$ cat src/design/c2re_pkg.sv
// c2re_pkg: shared types and constants for conv2d_replicate_edge.
// No dependencies.
package c2re_pkg;

	localparam int FRAC_BITS = 12;
	localparam int ACC_BITS  = 40;

	typedef enum logic [1:0] {
		CMD_WEIGHT  = 2'd0,
		CMD_BIAS    = 2'd1,
		CMD_PIXEL   = 2'd2,
		CMD_COMPUTE = 2'd3
	} cmd_t;

	typedef enum logic [2:0] {
		REG_IN_CH   = 3'd0,
		REG_ROWS    = 3'd1,
		REG_COLS    = 3'd2,
		REG_OUT_CH  = 3'd3,
		REG_KERNEL  = 3'd4,
		REG_PADDING = 3'd5
	} reg_idx_t;

	typedef enum logic [2:0] {
		ST_IDLE,
		ST_BIAS,
		ST_MAC,
		ST_DRAIN,
		ST_ROUND,
		ST_OUT
	} state_t;

endpackage

$ cat src/design/c2re_round.sv
// c2re_round: rounds a Q28.12 accumulator to the output format with saturation.
// Depends on c2re_pkg.
module c2re_round
	import c2re_pkg::*;
#(
	parameter int DATA_WIDTH = 16
) (
	input  logic signed [ACC_BITS-1:0] acc,
	output logic        [15:0]         res,
	output logic                       sat
);

	localparam int QW = ACC_BITS - FRAC_BITS + 1;

	logic signed [ACC_BITS:0] r;
	logic signed [QW-1:0]     q;
	logic signed [QW-1:0]     hi;
	logic signed [QW-1:0]     lo;
	logic signed [QW-1:0]     qs;

	always_comb begin
		r  = {acc[ACC_BITS-1], acc} + (ACC_BITS+1)'(1 << (FRAC_BITS - 1));
		q  = r[ACC_BITS:FRAC_BITS];
		hi = QW'((64'sd1 <<< (DATA_WIDTH - 1)) - 64'sd1);
		lo = -hi - QW'(1);
		sat = 1'b0;
		qs = q;
		if (q > hi) begin
			qs = hi;
			sat = 1'b1;
		end else if (q < lo) begin
			qs = lo;
			sat = 1'b1;
		end
		res = qs[15:0];
	end

endmodule

$ cat config.mk
export PLATFORM = sky130hd
export DESIGN_NAME = c2re_round
export DESIGN_NICKNAME = d
export VERILOG_FILES = /design/src/design/c2re_pkg.sv /design/src/design/c2re_round.sv
export SDC_FILE = /design/constraint.sdc
export NUM_CORES = 1
export LEC_CHECK = 0
export ABC_AREA = 1
export CAP_MARGIN = 20
export CORE_ASPECT_RATIO = 1.75
export CORE_MARGIN = 2
export CORE_UTILIZATION = 45
export DETAILED_ROUTE_END_ITERATION = 10
export DONT_BUFFER_PORTS = 1
export PLACE_DENSITY_LB_ADDON = 0.25
export REMOVE_ABC_BUFFERS = 1
export SLEW_MARGIN = 40
export SYNTH_ARGS = -nofsm -noshare
export SYNTH_HDL_FRONTEND = slang
export SYNTH_SLANG_ARGS = --single-unit
$ cat constraint.sdc
create_clock -name vclk -period 3.9
set_input_delay 0 -clock vclk [all_inputs]
set_output_delay 0 -clock vclk [all_outputs]
set_load 0.03 [all_outputs]
==> results of run 1 <==
==> worst max-delay path: cells and delay by family <==
kind	cells	cell delay [ns]
AND/OR/NAND/NOR	10	1.48
buffers and inverters	2	0.16
adder cells (fa/ha/maj)	1	0.16
==> power breakdown <==
part	switching [uW]	internal [uW]
sequential	0	0
combinational	63.0	23.7
clock	0	0
total	63.0	23.7
==> cell families after synthesis <==
family,Yosys count,synth area share [%]
AOI/OAI and AO/OA,1,0.4391
adders and majority gates,1,1.099
buffers and inverters,23,9.670
and+or+nand+nor,188,77.25
xor gates and xnor gates,15,11.54
==> layout make-up <==
type / count / share of cell area, %
multi-input combinational: 205 / 90.23
inverter: 21 / 6.915
tap: 26 / 2.854
==> placed cells by master (no fill, tap or decap) <==
master and instances:
nor2_4 6, nand4_1 3, xnor2_1 8, nand3_1 11, xor2_1 7, o21ai_0 1
nor2_2 6, nor2_1 39, nand2_4 4, nand2_2 7, inv_1 20, nand2_1 102
and2_1 1, and3_1 1, nor3_1 1, nor2_8 1, inv_2 1, nand3b_1 6
ha_1 1
==> per-stage QoR <==
stage	setup WS [ns]	std cells	util, %
5_1_grt	1.890	252	46.29
2_1_floorplan	2.414	226	-
3_3_place_gp	2.104	252	46.29
3_5_place_dp	2.068	252	46.29
4_1_cts	2.067	252	46.29
6_report	2.095	252	46.29
==> worst max-delay path by stage <==
| stage | start | end | slack, ns | depth (start not counted) |
|---|---|---|---|---|
| after global placement | acc[11] | res[14] | 2.10 | 13 |
| after detailed placement | acc[11] | res[14] | 2.07 | 13 |
| after floorplan | acc[11] | res[0] | 2.41 | 13 |
| after CTS | acc[11] | res[14] | 2.07 | 13 |
| final | acc[11] | res[9] | 2.10 | 13 |
| after global routing | acc[11] | res[14] | 1.89 | 13 |
==> metal layers <==
metal	vias up	GRT usage (%)
met3	2	4.847
met5	-	0
met2	39	41.32
met1	552	19.07
met4	0	1.736
li1	691	-
==> impl_metrics.json, run 1 <==
{
  "cts-hold-fix-buffers": 0,
  "avgSynthCellArea_sq_um": 4.994,
  "routed-wl-met2_mm": 1.593,
  "hp-class": "in2out",
  "fill_cells": 305,
  "wl_per_cell_um": 11.42,
  "drtIter0Drc": 15,
  "core-area_sq_um": 2462,
  "viasPerCell": 5.095,
  "crit_chain": "ha_1, inv_1, nor2_4, inv_2, nor2_2, nand3_1, nand2_1, nand3_1, nor2_1, nand3_1, nand2_2, nand2_1, nand2_1",
  "synthTopCellsByArea": "nand2_1 34%, nor2_1 13%, inv_1 6.6%",
  "worst_setup_path_end_kind": "output port",
  "first_global_vias": 1173,
  "grt-ovfl-total": 0,
  "antenna_cells": 0,
  "track_usage_pct": 19.68,
  "fin_setup_tns_ns": 0,
  "drive_gt1_share_pct": 11.06,
  "worstSetupStartpointType": "input pin",
  "dieArea_sq_um": 2964,
  "min_from": "acc[39]",
  "rsz0062_at_grt": "false",
  "hold_depth": 2,
  "drc": 0,
  "wl_met3_um": 219,
  "fin_area_sq_um": 1140,
  "drt_pass1_iterations": 4,
  "worstPathRequired_ns": 3.90,
  "syn_inst": 228,
  "synth_top_area_share_pct": 33.63,
  "area_delta_synth_final_pct": 0.1096,
  "fin_crit_ns": 1.805,
  "vias": 1284,
  "hold_slack_ns": 0.1675,
  "routed.top_layer": "met4",
  "drt.antenna.violating_nets": 0,
  "fp.dieW_um": 42.03,
  "synth.distinct_cells": 21,
  "slew_headroom_pct": 69.41,
  "ys_warn_count": 0,
  "synth_most_common_cell": "nand2_1",
  "row_count": 24,
  "grt_pass1_wl_mm": 4.747,
  "multi_input_comb_area_sq_um": 1028,
  "drt-met1-wl_mm": 1.039,
  "synth.cell_area_sq_um": 1139,
  "hpwl_mm": 2.601,
  "cts_resized": 0,
  "synth_common_cells": "102 x nand2_1, 39 x nor2_1, 20 x inv_1",
  "vdd_ir_drop_max_mv": 0.02391,
  "report.final.slew_viol_count": 0,
  "power_density_nw_per_um2": 76.13,
  "critPathMaxFanout": 16,
  "clkbuf_count": 0,
  "yosys.area.top_type": "nand2_1",
  "maxCapViolations": 0,
  "post_cts_buffers": 0,
  "place.gp.congestion": 0.9014,
  "cp.arrival_ns": 1.80,
  "crit_slowest_cell": "nand2_1",
  "final_hold_viol_count": 0,
  "seq_cells": 0,
  "criticalPathCategory": "in2out",
  "fmax_ghz": 0.5540,
  "status": "completed",
  "p_total_uw": 86.78,
  "seq_area_frac_synth_pct": 0,
  "start_util_pct": 46.24,
  "nets": 269,
  "p_leak_uw": 0.0005792,
  "cpPeakStageDelay_ns": 0.25,
  "regArea_sq_um": 0,
  "placed_area_sq_um": 1140,
  "portBuffers": 0,
  "finalCritPeriodShare_pct": 46.28,
  "tightest_slew_ns": 0.4583,
  "io-pin-count": 57,
  "antenna_found_initial": 0,
  "die_h_um": 70.54,
  "wl_mm": 2.878,
  "grt_max_degree": 17,
  "setup_viol": 0,
  "hold_end": "res[15]"
}
Power figures use the tool's default switching activity.
==> inputs of run 2 (changes only) <==
ABC_AREA = 0   (was 1)
CORE_ASPECT_RATIO = unset   (was 1.75)
clock period = 1.7 ns   (was 3.9 ns; I/O delays follow)
==> run 2 against run 1 <==
The run now ends with negative setup slack left. Non-clock buffer count rose by 38. Cell count fell by 24%. Via count fell by 9.2%. Count of clock-buffer cells in the layout did not move. Sequential share of layout area did not move. Critical path type unchanged. Largest power group unchanged.
==> impl_metrics.json, run 2 <==
{
  "status": "finished with violations",
  "violations": "negative setup slack",
  "synthTopCellsByArea": "xor2_1 11%, o21ai_2 8.4%, nand3_1 7.5%",
  "worstPathRequired_ns": 1.70,
  "yosys.area.top_type": "xor2_1",
  "grt_max_degree": 9,
  "wl_mm": 3.170,
  "synthSimpleGateAreaFrac_pct": 46.33,
  "synth_top_family_by_area": "simple AND/OR/NAND/NOR gates",
  "first_global_vias": 1059,
  "fmax_ghz": 0.5291,
  "seq_cells": 0,
  "synth_most_common_cell": "nand3_1",
  "wl_per_cell_um": 16.51,
  "vdd_ir_drop_max_mv": 0.1284,
  "viasPerCell": 6.073,
  "cp.arrival_ns": 1.89,
  "synth.cell_area_sq_um": 937.1,
  "io-pin-count": 57,
  "antenna_cells": 0,
  "ys_warn_count": 0,
  "final_common_cell": "buf_4",
  "area_delta_synth_final_pct": 57.54,
  "dieArea_sq_um": 2464,
  "seq_area_frac_synth_pct": 0,
  "layout_setup_ws_ns": -0.1901,
  "drive_gt1_share_pct": 47.88,
  "clkbuf_count": 0,
  "hp-class": "in2out",
  "muxShareOfSynthArea_pct": 2.270,
  "critPathMaxFanout": 7,
  "grt_pass1_wl_mm": 4.816,
  "worst_setup_path_end_kind": "output port",
  "power_density_nw_per_um2": 192.4,
  "synth-compound-area-share_pct": 26.30,
  "vias": 1166,
  "antenna_found_initial": 0,
  "synthXorXnorAreaFrac_pct": 18.69,
  "finalCritPeriodShare_pct": 111.2,
  "regArea_sq_um": 0,
  "fp.dieW_um": 49.64,
  "slew_headroom_pct": 68.83,
  "die_h_um": 49.64,
  "core-area_sq_um": 1962,
  "syn_inst": 129,
  "nets": 208,
  "fill_cells": 148,
  "rsz0062_at_grt": "true",
  "maxCapViolations": 0,
  "track_usage_pct": 24.38,
  "worstSetupStartpointType": "input pin",
  "drc": 0,
  "place.gp.congestion": 0.8136,
  "synth_common_cells": "14 x nand3_1, 12 x nor2_1, 12 x xor2_1",
  "synth_top_area_share_pct": 11.21,
  "preCtsSetupSlack_ns": -0.4159,
  "grt-ovfl-total": 0,
  "start_util_pct": 47.77,
  "drtIter0Drc": 46,
  "fin_crit_ns": 1.890,
  "yosys.area_share.adder_pct": 1.335,
  "report.final.slew_viol_count": 0,
  "hpwl_mm": 2.221,
  "synth.distinct_cells": 44,
  "portBuffers": 0,
  "layout_common_cells": "27 x buf_4, 12 x xor2_1, 12 x nand3_1, 11 x nor2_1, 10 x nand2_1",
  "drt_pass1_iterations": 4,
  "tightest_slew_ns": 0.4557,
  "final_util_pct": 75.26,
  "final_hold_viol_count": 0,
  "criticalPathCategory": "in2out",
  "avgSynthCellArea_sq_um": 7.265,
  "row_count": 16,
  "drt.antenna.violating_nets": 0,
  "setup_viol": 16,
  "p_leak_uw": 0.0005175
}
[run 2: cell type report]
cell class	instances	area (sq um)	share of cell area, %
multi-input cells	124	1087	73.64
well taps	27	33.78	2.288
inverters	3	11.26	0.7627
repair buffers	38	344.1	23.31
[run 2: through the flow]
step           power [uW]  TNS (ns)  hold slack, ns  cell area [sq um]  cells
2_1_floorplan       158.2    -7.496          0.2336              900.9    126
3_3_place_gp        211.1    -5.009          0.2399               1165    182
3_5_place_dp        215.1    -5.895          0.2422               1165    182
4_1_cts             276.0    -2.154          0.2666               1429    190
5_1_grt             302.1    -3.896          0.2785               1476    192
6_report            284.1    -2.778          0.2616               1476    192
[run 2: layer usage]
metal | wire, um | up-vias | track usage, %
met5 | 0 | - | 0
met4 | 48 | 0 | 3.704
met3 | 167 | 4 | 2.121
met2 | 1754 | 48 | 49.11
met1 | 1200 | 546 | 27.52
li1 | - | 568 | -
[run 2: logic make-up after synthesis]
logic type / after synthesis
buf+inv: 6
mux: 2
simple gates: 70
xor+xnor: 20
compound gates: 30
fa+ha+maj: 1
[run 2: final timing paths]
check,startpoint,to,slack (ns),cells past startpoint
setup / recovery,acc[11],res[4],-0.19,10
hold / removal,acc[23],res[11],0.26,2
[run 2: worst max-delay path, cell delays in order]
cell	delay, ns
ha_4	0.11
nand4_1	0.23
nor2_2	0.19
and4_1	0.22
or3b_4	0.39
a21oi_4	0.19
a21oi_4	0.10
buf_6	0.16
o21ai_1	0.11
buf_4	0.17
[run 2: where the power goes]
part	total [uW]	internal, uW	switching (uW)
combinational	284	122	162
clock	0	0	0
sequential	0	0	0
[run 2: repair_timing]
action | CTS | global route
setup buffers | 9 | 2
gates cloned | 1 | 0
pin swaps | 26 | 6
setup endpoints to repair | 16 | 16
hold buffers | 0 | 0
resized for setup | 40 | 7
